**config.mk**
```make
export PLATFORM = sky130hd
export DESIGN_NAME = signed_integer_to_radix_text
export DESIGN_NICKNAME = d
export VERILOG_FILES = /design/src/rtl/sirt_pkg.sv /design/src/rtl/sirt_front.sv /design/src/rtl/sirt_queue.sv /design/src/rtl/sirt_back.sv /design/src/rtl/signed_integer_to_radix_text.sv
export SDC_FILE = /design/constraint.sdc
export NUM_CORES = 2
export LEC_CHECK = 0
export BUFFER_PORTS_ARGS = -buffer_cell sky130_fd_sc_hd__buf_4
export CELL_PAD_IN_SITES_DETAIL_PLACEMENT = 2
export CELL_PAD_IN_SITES_GLOBAL_PLACEMENT = 2
export CORE_MARGIN = 5
export CORE_UTILIZATION = 35
export CTS_CLUSTER_DIAMETER = 50
export DETAILED_ROUTE_END_ITERATION = 7
export GPL_TIMING_DRIVEN = 0
export PLACE_DENSITY_LB_ADDON = 0.12
export SYNTH_ARGS = -nofsm -noshare
export SYNTH_HDL_FRONTEND = slang
export SYNTH_SLANG_ARGS = --single-unit
```
**constraint.sdc**
```tcl
create_clock -name clk -period 15 [get_ports clk]
set_input_delay 1.5 -clock clk [delete_from_list [all_inputs] [get_ports clk]]
set_output_delay 1.5 -clock clk [all_outputs]
set_load 0.005 [all_outputs]
```
**src/rtl/sirt_pkg.sv**
```systemverilog
// ----------------------------------------------------------------------------
// sirt_pkg: shared types and constants for the radix text converter
// Widths, character codes, register indexes and the job record that passes
// from the front end through the queue to the digit engine.
// ----------------------------------------------------------------------------
`default_nettype none

package sirt_pkg;

  localparam int unsigned MAX_RADIX    = 16;
  localparam int unsigned VAL_W        = 32;
  localparam int unsigned CHAR_W       = 8;
  localparam int unsigned RSIZE_W      = 5;
  localparam int unsigned NUM_SYM      = 16;
  localparam int unsigned DIGIT_W      = 4;
  localparam int unsigned MAX_DIGITS   = 32;
  localparam int unsigned DIDX_W       = $clog2(MAX_DIGITS);
  localparam int unsigned NDIG_W       = $clog2(MAX_DIGITS + 1);
  localparam int unsigned BITS_PER_CYC = 8;
  localparam int unsigned DIV_CYC      = VAL_W / BITS_PER_CYC;
  localparam int unsigned DCNT_W       = $clog2(DIV_CYC);
  localparam int unsigned QDEPTH       = 2;
  localparam int unsigned QPTR_W       = $clog2(QDEPTH);
  localparam int unsigned QCNT_W       = $clog2(QDEPTH + 1);
  localparam int unsigned CFG_IDX_W    = 2;
  localparam int unsigned CFG_DATA_W   = 64;

  localparam logic [CHAR_W-1:0] CHAR_NUL   = 8'h00;
  localparam logic [CHAR_W-1:0] CHAR_PLUS  = 8'h2B;
  localparam logic [CHAR_W-1:0] CHAR_MINUS = 8'h2D;

  localparam logic [CFG_IDX_W-1:0] REG_RADIX_SIZE   = 2'd0;
  localparam logic [CFG_IDX_W-1:0] REG_SYMBOLS_LOW  = 2'd1;
  localparam logic [CFG_IDX_W-1:0] REG_SYMBOLS_HIGH = 2'd2;

  localparam logic [RSIZE_W-1:0]    RADIX_SIZE_RST   = 5'd10;
  localparam logic [CFG_DATA_W-1:0] SYMBOLS_LOW_RST  = 64'h3736353433323130;
  localparam logic [CFG_DATA_W-1:0] SYMBOLS_HIGH_RST = 64'h0000000000003938;

  // Symbol i sits in byte i.
  typedef logic [NUM_SYM-1:0][CHAR_W-1:0] alphabet_t;

  typedef struct packed {
    logic             neg;
    logic [VAL_W-1:0] mag;
  } job_t;

  typedef struct packed {
    logic full;
    logic empty;
  } q_status_t;

endpackage

`default_nettype wire

```
**src/rtl/sirt_front.sv**
```systemverilog
// ----------------------------------------------------------------------------
// sirt_front: input classification
// Checks the configured alphabet, takes the sign and magnitude of each
// accepted number and hands the job to the queue. Numbers that arrive while
// the alphabet is invalid are accepted and dropped.
// ----------------------------------------------------------------------------
`default_nettype none

module sirt_front (
  input  wire logic [sirt_pkg::RSIZE_W-1:0] radix_size,
  input  wire sirt_pkg::alphabet_t          alphabet,
  input  wire logic                         in_tvalid,
  output logic                              in_tready,
  input  wire logic [sirt_pkg::VAL_W-1:0]   in_value,
  input  wire sirt_pkg::q_status_t          q_status,
  output logic                              push,
  output sirt_pkg::job_t                    push_job
);
  import sirt_pkg::*;

  logic sym_ok;
  logic size_ok;
  logic alpha_ok;

  // Only the first radix_size symbols take part in the check.
  always_comb begin
    sym_ok = 1'b1;
    for (int i = 0; i < NUM_SYM; i++) begin
      if (RSIZE_W'(i) < radix_size) begin
        if (alphabet[i] == CHAR_NUL || alphabet[i] == CHAR_PLUS ||
            alphabet[i] == CHAR_MINUS) begin
          sym_ok = 1'b0;
        end
        for (int j = i + 1; j < NUM_SYM; j++) begin
          if (RSIZE_W'(j) < radix_size && alphabet[j] == alphabet[i]) begin
            sym_ok = 1'b0;
          end
        end
      end
    end
  end

  assign size_ok  = (radix_size >= RSIZE_W'(2)) && (radix_size <= RSIZE_W'(MAX_RADIX));
  assign alpha_ok = size_ok && sym_ok;

  assign in_tready = !alpha_ok || !q_status.full;
  assign push      = in_tvalid && alpha_ok && !q_status.full;

  // The most negative value negates to 2^31, which is exact as unsigned.
  assign push_job.neg = in_value[VAL_W-1];
  assign push_job.mag = in_value[VAL_W-1] ? (VAL_W'(0) - in_value) : in_value;

endmodule

`default_nettype wire

```
**src/rtl/sirt_queue.sv**
```systemverilog
// ----------------------------------------------------------------------------
// sirt_queue: short job queue
// A small first-in first-out buffer that lets the front end take a new
// number while the digit engine is still busy with an earlier one.
// ----------------------------------------------------------------------------
`default_nettype none

module sirt_queue (
  input  wire logic           clk,
  input  wire logic           rst_n,
  input  wire logic           push,
  input  wire sirt_pkg::job_t push_job,
  input  wire logic           pop,
  output sirt_pkg::job_t      pop_job,
  output sirt_pkg::q_status_t q_status
);
  import sirt_pkg::*;

  job_t              mem_r [QDEPTH];
  logic [QPTR_W-1:0] wr_ptr_r;
  logic [QPTR_W-1:0] rd_ptr_r;
  logic [QCNT_W-1:0] count_r;

  assign q_status.full  = (count_r == QCNT_W'(QDEPTH));
  assign q_status.empty = (count_r == '0);
  assign pop_job        = mem_r[rd_ptr_r];

  always_ff @(posedge clk) begin
    if (push) begin
      mem_r[wr_ptr_r] <= push_job;
    end
  end

  always_ff @(posedge clk) begin
    if (!rst_n) begin
      wr_ptr_r <= '0;
      rd_ptr_r <= '0;
      count_r  <= '0;
    end else begin
      if (push) begin
        wr_ptr_r <= (wr_ptr_r == QPTR_W'(QDEPTH - 1)) ? '0 : wr_ptr_r + QPTR_W'(1);
      end
      if (pop) begin
        rd_ptr_r <= (rd_ptr_r == QPTR_W'(QDEPTH - 1)) ? '0 : rd_ptr_r + QPTR_W'(1);
      end
      if (push && !pop) begin
        count_r <= count_r + QCNT_W'(1);
      end else if (pop && !push) begin
        count_r <= count_r - QCNT_W'(1);
      end
    end
  end

endmodule

`default_nettype wire

```
**src/rtl/sirt_back.sv**
```systemverilog
// ----------------------------------------------------------------------------
// sirt_back: digit engine and character output
// Divides the magnitude by the radix repeatedly with an iterative restoring
// divider, stores the remainders, then plays them back most significant
// first through a registered output stage, after a minus sign if negative.
// ----------------------------------------------------------------------------
`default_nettype none

module sirt_back (
  input  wire logic                         clk,
  input  wire logic                         rst_n,
  input  wire logic [sirt_pkg::RSIZE_W-1:0] radix_size,
  input  wire sirt_pkg::alphabet_t          alphabet,
  input  wire sirt_pkg::q_status_t          q_status,
  input  wire sirt_pkg::job_t               pop_job,
  output logic                              pop,
  output logic                              out_tvalid,
  input  wire logic                         out_tready,
  output logic [sirt_pkg::CHAR_W-1:0]       out_char,
  output logic                              out_last
);
  import sirt_pkg::*;

  typedef enum logic [2:0] {
    ST_IDLE = 3'b001,
    ST_DIV  = 3'b010,
    ST_EMIT = 3'b100
  } state_t;

  state_t             state_r;
  logic [VAL_W-1:0]   quot_r;
  logic [DIGIT_W-1:0] rem_r;
  logic [DCNT_W-1:0]  dcnt_r;
  logic [NDIG_W-1:0]  nd_r;
  logic               sign_r;
  logic [DIGIT_W-1:0] digits_r [MAX_DIGITS];
  logic               out_valid_r;
  logic [CHAR_W-1:0]  out_char_r;
  logic               out_last_r;

  logic [VAL_W-1:0]   div_q;
  logic [DIGIT_W:0]   div_t;
  logic [DIGIT_W:0]   div_r;
  logic               div_done;
  logic               load_out;
  logic [NDIG_W-1:0]  nd_m1;

  // Eight restoring steps per cycle; the partial remainder stays below the
  // radix, so it never needs more than five bits.
  always_comb begin
    div_q = quot_r;
    div_r = {1'b0, rem_r};
    div_t = '0;
    for (int k = 0; k < BITS_PER_CYC; k++) begin
      div_t = {div_r[DIGIT_W-1:0], div_q[VAL_W-1]};
      div_q = {div_q[VAL_W-2:0], 1'b0};
      if (div_t >= radix_size) begin
        div_t    = div_t - radix_size;
        div_q[0] = 1'b1;
      end
      div_r = div_t;
    end
  end

  assign div_done = (dcnt_r == DCNT_W'(DIV_CYC - 1));
  assign load_out = !out_valid_r || out_tready;
  assign nd_m1    = nd_r - NDIG_W'(1);
  assign pop      = (state_r == ST_IDLE) && !q_status.empty;

  assign out_tvalid = out_valid_r;
  assign out_char   = out_char_r;
  assign out_last   = out_last_r;

  always_ff @(posedge clk) begin
    if (!rst_n) begin
      state_r     <= ST_IDLE;
      out_valid_r <= 1'b0;
      nd_r        <= '0;
      dcnt_r      <= '0;
      sign_r      <= 1'b0;
    end else begin
      // While emitting, a free output slot is always refilled below.
      if (out_tready && state_r != ST_EMIT) begin
        out_valid_r <= 1'b0;
      end
      unique case (state_r)
        ST_IDLE: begin
          if (!q_status.empty) begin
            quot_r  <= pop_job.mag;
            sign_r  <= pop_job.neg;
            rem_r   <= '0;
            dcnt_r  <= '0;
            nd_r    <= '0;
            state_r <= ST_DIV;
          end
        end
        ST_DIV: begin
          quot_r <= div_q;
          if (div_done) begin
            digits_r[nd_r[DIDX_W-1:0]] <= div_r[DIGIT_W-1:0];
            nd_r   <= nd_r + NDIG_W'(1);
            rem_r  <= '0;
            dcnt_r <= '0;
            if (div_q == '0) begin
              state_r <= ST_EMIT;
            end
          end else begin
            rem_r  <= div_r[DIGIT_W-1:0];
            dcnt_r <= dcnt_r + DCNT_W'(1);
          end
        end
        ST_EMIT: begin
          if (load_out) begin
            out_valid_r <= 1'b1;
            if (sign_r) begin
              out_char_r <= CHAR_MINUS;
              out_last_r <= 1'b0;
              sign_r     <= 1'b0;
            end else begin
              out_char_r <= alphabet[digits_r[nd_m1[DIDX_W-1:0]]];
              out_last_r <= (nd_r == NDIG_W'(1));
              nd_r       <= nd_m1;
              if (nd_r == NDIG_W'(1)) begin
                state_r <= ST_IDLE;
              end
            end
          end
        end
        default: begin
          state_r <= ST_IDLE;
        end
      endcase
    end
  end

endmodule

`default_nettype wire

```
**src/rtl/signed_integer_to_radix_text.sv**
```systemverilog
// Path: a number accepted into an idle block goes through the queue, the
// divider and the output register; the divider retires eight quotient bits
// per cycle. The engine takes a new number only once the last character of
// the previous one is in the output register; the queue buffers up to two.
// Reset (rst_n low, synchronous): queue and engine empty, radix 10, "0".."9".
// ----------------------------------------------------------------------------
// signed_integer_to_radix_text: signed integer to text in a chosen radix
// Converts each signed 32-bit number to its text, most significant digit
// first, using a configurable alphabet of up to sixteen symbols.
// ----------------------------------------------------------------------------
`default_nettype none

module signed_integer_to_radix_text (
  input  wire logic                            clk,
  input  wire logic                            rst_n,
  // Input stream: one number per beat.
  input  wire logic                            in_tvalid,
  output logic                                 in_tready,
  input  wire logic [sirt_pkg::VAL_W-1:0]      in_tdata,   // [31:0] value
  // Output stream: one character per beat.
  output logic                                 out_tvalid,
  input  wire logic                            out_tready,
  output logic [sirt_pkg::CHAR_W-1:0]          out_tdata,  // [7:0] character
  output logic                                 out_tlast,
  // Register write port.
  input  wire logic                            cfg_wen,
  input  wire logic [sirt_pkg::CFG_IDX_W-1:0]  cfg_index,
  input  wire logic [sirt_pkg::CFG_DATA_W-1:0] cfg_data
);
  import sirt_pkg::*;

  // Configuration registers: change them only while the block is idle; the
  // block does not check. Both halves of the design read them directly.
  logic [RSIZE_W-1:0]    radix_size_r;
  logic [CFG_DATA_W-1:0] symbols_low_r;
  logic [CFG_DATA_W-1:0] symbols_high_r;
  alphabet_t             alphabet;

  // Hand-off between the front end and the digit engine.
  q_status_t q_status;
  logic      push;
  job_t      push_job;
  logic      pop;
  job_t      pop_job;

  always_ff @(posedge clk) begin
    if (!rst_n) begin
      radix_size_r   <= RADIX_SIZE_RST;
      symbols_low_r  <= SYMBOLS_LOW_RST;
      symbols_high_r <= SYMBOLS_HIGH_RST;
    end else if (cfg_wen) begin
      unique case (cfg_index)
        REG_RADIX_SIZE:   radix_size_r   <= cfg_data[RSIZE_W-1:0];
        REG_SYMBOLS_LOW:  symbols_low_r  <= cfg_data;
        REG_SYMBOLS_HIGH: symbols_high_r <= cfg_data;
        default: begin
          // Writes to unused indexes are ignored.
        end
      endcase
    end
  end

  // Symbols 0 to 7 come from the low word, 8 to 15 from the high word.
  assign alphabet = {symbols_high_r, symbols_low_r};

  // The front end checks the alphabet on every beat; when it is invalid the
  // number is taken and produces no characters at all.
  sirt_front u_front (
    .radix_size (radix_size_r),
    .alphabet   (alphabet),
    .in_tvalid  (in_tvalid),
    .in_tready  (in_tready),
    .in_value   (in_tdata),
    .q_status   (q_status),
    .push       (push),
    .push_job   (push_job)
  );

  // A two-entry queue decouples input acceptance from conversion.
  sirt_queue u_queue (
    .clk      (clk),
    .rst_n    (rst_n),
    .push     (push),
    .push_job (push_job),
    .pop      (pop),
    .pop_job  (pop_job),
    .q_status (q_status)
  );

  // The digit engine owns the output register, which holds a character
  // while the sink stalls; the queue keeps taking numbers until it is full.
  sirt_back u_back (
    .clk        (clk),
    .rst_n      (rst_n),
    .radix_size (radix_size_r),
    .alphabet   (alphabet),
    .q_status   (q_status),
    .pop_job    (pop_job),
    .pop        (pop),
    .out_tvalid (out_tvalid),
    .out_tready (out_tready),
    .out_char   (out_tdata),
    .out_last   (out_tlast)
  );

endmodule

`default_nettype wire
```
[After elaboration in Yosys (flattened, before gate mapping)]
Memories as Yosys holds them, arrays and structs flattened. A register that Yosys moved wholly into a read port is not among the register bits.
Cells that the tools add are included.
Storage, ports and cells
  register bits: 195
  RAM bits: 194
  bits of input ports: 103
  output and inout bits: 11
  word-level logic and storage cells: 636
  memories: 2
Operators by class
  add/sub/neg operators: 16
  order comparisons: 27
  equal/unequal tests: 167
  mux-type cells: 209
  reductions and logical operators: 200
Memories
  u_back.digits_r: depth 32, bits a word 4, rd ports 1, clocked after Yosys merged registers in 0, write ports 1, line sirt_back.sv:36  | logic [DIGIT_W-1:0] digits_r [MAX_DIGITS];
  u_queue.mem_r: depth 2, bits a word 33, rd ports 1, clocked after Yosys merged registers in 1, write ports 1, line sirt_queue.sv:19  | job_t mem_r [QDEPTH];
Operator list (count)
  8-bit equality test: 120
  8-bit by 6-bit equality test with 1-bit output, second input constant: 32
  1-bit 2-to-1 mux: 175
  1-bit logical AND: 128
  8-bit zero test: 16
  32-bit 2-to-1 mux: 2
  32-bit one-hot mux with 2 select lines: 1
  5-bit >= comparator: 8
  4-bit by 5-bit less-than comparator with 1-bit output, first input constant: 8
  4-bit 2-to-1 mux: 10
  1-bit logical OR: 34
  8-bit binary-select mux with 4-bit select: 1
  32-bit zero test: 1
  1-bit by 32-bit subtractor with 32-bit output, first input constant: 1
  4-bit subtractor: 8
  6-bit 2-to-1 mux: 4
  3-bit by 5-bit less-than comparator with 1-bit output, first input constant: 4
  3-bit 2-to-1 mux: 6
  6-bit one-hot mux with 3 select lines: 1
  1-bit by 5-bit less-than comparator with 1-bit output, first input constant: 2
  2-bit by 5-bit less-than comparator with 1-bit output, first input constant: 2
  3-bit one-hot mux with 3 select lines: 1
  3-bit AND reduction: 3
  2-bit 2-to-1 mux: 4
  other kinds (28): 47

[Logic depth before layout (Yosys ltp)]
  depth after elaboration: 162
  mapped depth: 67
  depth with buffers taken out: 61

[Modules after synthesis]
A second synthesis with hierarchy kept.
Unflattened totals
  cell total of the unflattened synthesis: 3491
  area, all modules: 32468.6 um^2
Modules (own cells, without submodules)
  sirt_front: instances 1, cells an instance 1851, area an instance 13461.7 um^2, sequential area each 0.0 um^2
  sirt_back: instances 1, cells an instance 974, area an instance 11038.1 um^2, sequential area each 5455.2 um^2
  signed_integer_to_radix_text: instances 1, cells an instance 541, area an instance 5376.4 um^2, sequential area each 2662.6 um^2
  sirt_queue: instances 1, cells an instance 125, area an instance 2592.5 um^2, sequential area each 2082.0 um^2

[Worst setup path before layout]
Ideal clock, no wire load.
  path kind: register -> register
  from: register radix_size_r[1]
  to: register u_back.rem_r[2] (data pin)
  library setup time: 160 ps
  arrival time: 12729 ps
  data required time: 14840 ps
  setup slack: 2111 ps
  stages on the path, launching flop included: 63
  path buffers: 6
  clock period less this slack: 12889 ps
  cell sequence: dfxtp_1 -> buf_2 -> inv_1 -> ha_1 -> nor2b_1 -> o21ai_0 -> nand3b_1 -> a21o_1 -> a21o_1 -> clkbuf_1 -> mux2i_1 -> ha_1 -> a21o_1 -> a21o_1 -> a21o_1 -> a21o_1 -> mux2i_1 -> ha_1 -> [27 not listed] -> ha_1 -> nor2b_1 -> o21ai_0 -> a31oi_1 -> o21ai_0 -> nand2b_1 -> clkbuf_1 -> o21ai_0 -> inv_1 -> ha_1 -> a21o_1 -> a21oi_1 -> a21boi_0 -> o21ai_0 -> nand2b_1 -> clkbuf_1 -> mux2i_1 -> nor3b_1
Between the ends
  cells in the longest elaborated chain, start to end: 18
  elaborated cells between the ends (all ways): 26
  classes of those cells: add/sub: 8; order compare: 8; mux: 10
RTL lines
  start, declared: line signed_integer_to_radix_text.sv:34  | logic [RSIZE_W-1:0] radix_size_r;
  start signal, assigned: line signed_integer_to_radix_text.sv:53  | REG_RADIX_SIZE: radix_size_r <= cfg_data[RSIZE_W-1:0];
  4-bit subtractor / 5-bit >= comparator (equally long branches): line sirt_back.sv:58, sirt_back.sv:57
  4-bit 2-to-1 mux: line sirt_back.sv:57  | if (div_t >= radix_size) begin
  4-bit subtractor / 5-bit >= comparator (equally long branches): line sirt_back.sv:58, sirt_back.sv:57
  4-bit 2-to-1 mux: line sirt_back.sv:57
  4-bit subtractor / 5-bit >= comparator (equally long branches): line sirt_back.sv:58, sirt_back.sv:57
  4-bit 2-to-1 mux: line sirt_back.sv:57
  5-bit >= comparator / 4-bit subtractor (equally long branches): line sirt_back.sv:57, sirt_back.sv:58
  4-bit 2-to-1 mux: line sirt_back.sv:57
  [3 not listed]
  4-bit 2-to-1 mux: line sirt_back.sv:57
  5-bit >= comparator / 4-bit subtractor (equally long branches): line sirt_back.sv:57, sirt_back.sv:58
  4-bit 2-to-1 mux: line sirt_back.sv:57
  4-bit subtractor / 5-bit >= comparator (equally long branches): line sirt_back.sv:58, sirt_back.sv:57
  4-bit 2-to-1 mux (*): line sirt_back.sv:57
  via u_back.div_r[2]: line sirt_back.sv:43  | logic [DIGIT_W:0] div_r;
  4-bit 2-to-1 mux (*): line sirt_back.sv:99  | if (div_done) begin
  4-bit one-hot mux with 2 select lines (*): line sirt_back.sv:86  | unique case (state_r)
  end signal, assigned: line sirt_back.sv:108  | rem_r <= div_r[DIGIT_W-1:0];
  end, declared: line sirt_back.sv:32  | logic [DIGIT_W-1:0] rem_r;
The timed path passes the listed nets; every way through them passes the cells marked *.
A chain may end at the register's enable or synchronous reset.

[Worst setup path in the final report]
  from: register radix_size_r[1]
  to: register u_back.rem_r[3] (data pin)
The elaborated chain is that of the path after synthesis.

==> impl_metrics.ini <==
[floorplan]
core_um2 = 88200
fp-row-count = 109
start_util_pct = 35.3
die_w_um = 308
die_h_um = 308
ioPinCount = 114
die-area_um2 = 94900

[sta]
period_share_pct = 92.9
slew_viol_final = 67
setup_viol = 0
hold_viol_final = 0
worst_slack_ns = 1.07
clock_skew_ns = 0.0724
tightest_slew_ns = 1.65
slew_headroom_pct = -10.1
period_needed_ns = 13.93
max_freq_ghz = 0.0718
rsz0062_at_grt = false

[detailed_routing]
postRouteAntennaNets = 0
vias_per_cell = 6.02
firstDrtPassIters = 5
num_vias = 29192
avgRoutedWirePerCell_um = 34.7
routed_wl_mm = 168
dr.first_iter.drc_count = 2519
drcViolationCount = 0

[placement]
hpwlAfterDp_mm = 120
portBuffers = 112
place_congestion = 0.986
dp_slack_ns = -1.90
dp.cells = 4734

[layout]
areaGrowthSynthToFinish_pct = 15.4
fin_cells = 4852
final_common_cell = xnor2_1
final_cell_mix = 760 x xnor2_1, 385 x nand2_1, 269 x xor2_1
fillCellCount = 9589
final_layout_size_suffix_gt1_share_pct = 12.8
final_nets = 3791

[yosys]
synth_area_leaders = edfxtp_1 23%, xnor2_1 21%, dfxtp_1 9.7%, xor2_1 7.6%, nand2_1 4.6%
synthCells = 3449
yosysTopAreaCell = edfxtp_1
ys_ff_latch = 390
synth.yosys.seq_area_share_pct = 32.8
yosysTopAreaCellShare_pct = 23.1
yosys.cell_types.count = 77
synthesis.area_um2 = 31100
synth_nets = 3608
syn_avg_cell_area_um2 = 9.02
synth_flop_cell = edfxtp_1
synthArstFlopShare_pct = 0
yosys_warnings = 0
synth_edf_count = 239

[worst_setup_path]
max_stage_delay_ns = 0.51
end_kind = register
rr_startpoint = radix_size_r[1]
crit_path_frequent_cell = a21o_1
cpMaxStageDelayCell = mux2_8
crit_required_ns = 15.42
cp.arrival_ns = 14.35
ff2ff_path_depth = 61
rrSetupSlack_ns = 1.07
critPathKind = reg -> reg
startpoint_type = register
cp_max_fo = 33
r2r_end = u_back.rem_r[3]

[clocking]
tritoncts = done
cts_made_buffers = 60
cts_buffer_depth = 3
ctsHoldBuffers = 0
cts_sinks = 390
clkTransAtPathRegs_ns = 0.06
h-tree-depth = 2
worstSkewPairLatency_ns = 0.72
cts-root-buf = clkbuf_16

[global_route]
grt_start_max_net_pins = 34
grt_pass1_wl_mm = 235
grt_pass1_vias = 31875
antenna_found_initial = 3
globalRouteOverflowTotal = 0
track_usage_pct = 34.2

[flow_run]
maxCapViolCount = 7

[worst_hold_path]
hold_depth = 2
hold_class = reg -> reg
hp-start = u_queue.rd_ptr_r
holdPathEnd = u_queue.rd_ptr_r

[run_status]
status = finished with violations
violations = capacitance limit, slew limit
kinds of logic (layout without fill, tap and decap cells):
| kind of cell | after synthesis | in the layout | synth area share, % |
|---|---|---|---|
| and+or+nand+nor | 1037 | 1037 | 16.5 |
| xor gates and xnor gates | 1029 | 1029 | 29.0 |
| buffers and inverters | 408 | 643 | 5.58 |
| DFF | 390 | 390 | 32.8 |
| AOI/OAI and AO/OA | 366 | 366 | 7.18 |
| muxes | 163 | 163 | 6.55 |
| adders and majority gates | 56 | 56 | 2.45 |
| other | 0 | 3 | 0 |
cell usage after synthesis (all sizes together), types with 22 or more instances:
master and instances:
a21o 22, a21oi 136, a31oi 33, buf 252, clkbuf 112, dfxtp 151, edfxtp 239, ha 48
inv 41, mux2 25, mux2i 108, mux4 30, nand2 386, nand3 95, nand4 191, nor2 92
nor3 103, nor4 82, o21ai 79, xnor2 760, xor2 269
metal layers:
| metal | share of wire (%) | wire (um) | global-route usage, % |
|---|---|---|---|
| met1 | 39 | 65700 | 40.8 |
| met3 | 6.4 | 10800 | 5.41 |
| met4 | 7.4 | 12500 | 21.2 |
| met5 | 0.0077 | 13 | 0 |
| met2 | 47 | 79400 | 57.9 |
per-stage QoR:
stage	instance area, um^2	utilization (%)	setup TNS (ns)	hold WS (ns)
finish	35900	40.7	0	0.509
global route	35900	40.7	0	0.530
floorplan	31100	-	0	0.451
global placement	33400	37.9	-260.62	0.458
CTS	35800	40.6	0	0.515
detailed placement	33600	38.1	-219.78	0.498
critical path: cells and delay by family (launching register included):
family          cells  cell delay [ns]
fa+ha+maj           8             2.37
compound gates     26             5.26
mux                 7             2.39
simple gates       14             2.10
flops               1             0.45
buf+inv             6             1.08
cell type report:
| cell class | instances | area, um^2 | share of cell area (%) |
|---|---|---|---|
| Multi-Input combinational cell | 2651 | 19300 | 53.8 |
| Sequential cell | 390 | 10200 | 28.4 |
| Buffer | 361 | 1570 | 4.36 |
| Clock buffer | 66 | 1540 | 4.30 |
| Tap cell | 1165 | 1460 | 4.06 |
| Timing Repair Buffer | 124 | 1030 | 2.86 |
| Clock inverter | 48 | 589 | 1.64 |
| Inverter | 44 | 178 | 0.495 |
| Antenna cell | 3 | 7.51 | 0.0209 |
sequential cells by signal, indices dropped and copies added, names as in the netlist, 3 cells and up, named ones only:
signal,cells
u_back.digits_r,128
u_queue.mem_r,66
symbols_high_r,64
symbols_low_r,64
u_back.quot_r,32
u_back.out_char,8
u_back.nd_r,6
radix_size_r,5
u_back.rem_r,4
u_back.state_r,3
worst max-delay path by stage:
stage	startpoint	to	depth (start not counted)
3_3_place_gp	radix_size_r[4]	u_back.digits_r[27][2]	58
5_1_grt	radix_size_r[1]	u_back.rem_r[3]	62
3_5_place_dp	radix_size_r[4]	u_back.rem_r[3]	59
2_1_floorplan	radix_size_r[1]	u_back.rem_r[2]	62
6_report	radix_size_r[1]	u_back.rem_r[3]	61
4_1_cts	radix_size_r[1]	u_back.rem_r[3]	61
timing repair:
item                                    in CTS  in global routing
gates resized for setup                      8                 21
setup buffers                                2                  0
gates cloned                                 0                  0
endpoints found under the setup margin     135                135
endpoints found under the hold margin        0                  0
Power is left out: the tool's default activity adds up to more than one toggle a clock period on the data nets, which glitch-free logic cannot reach.
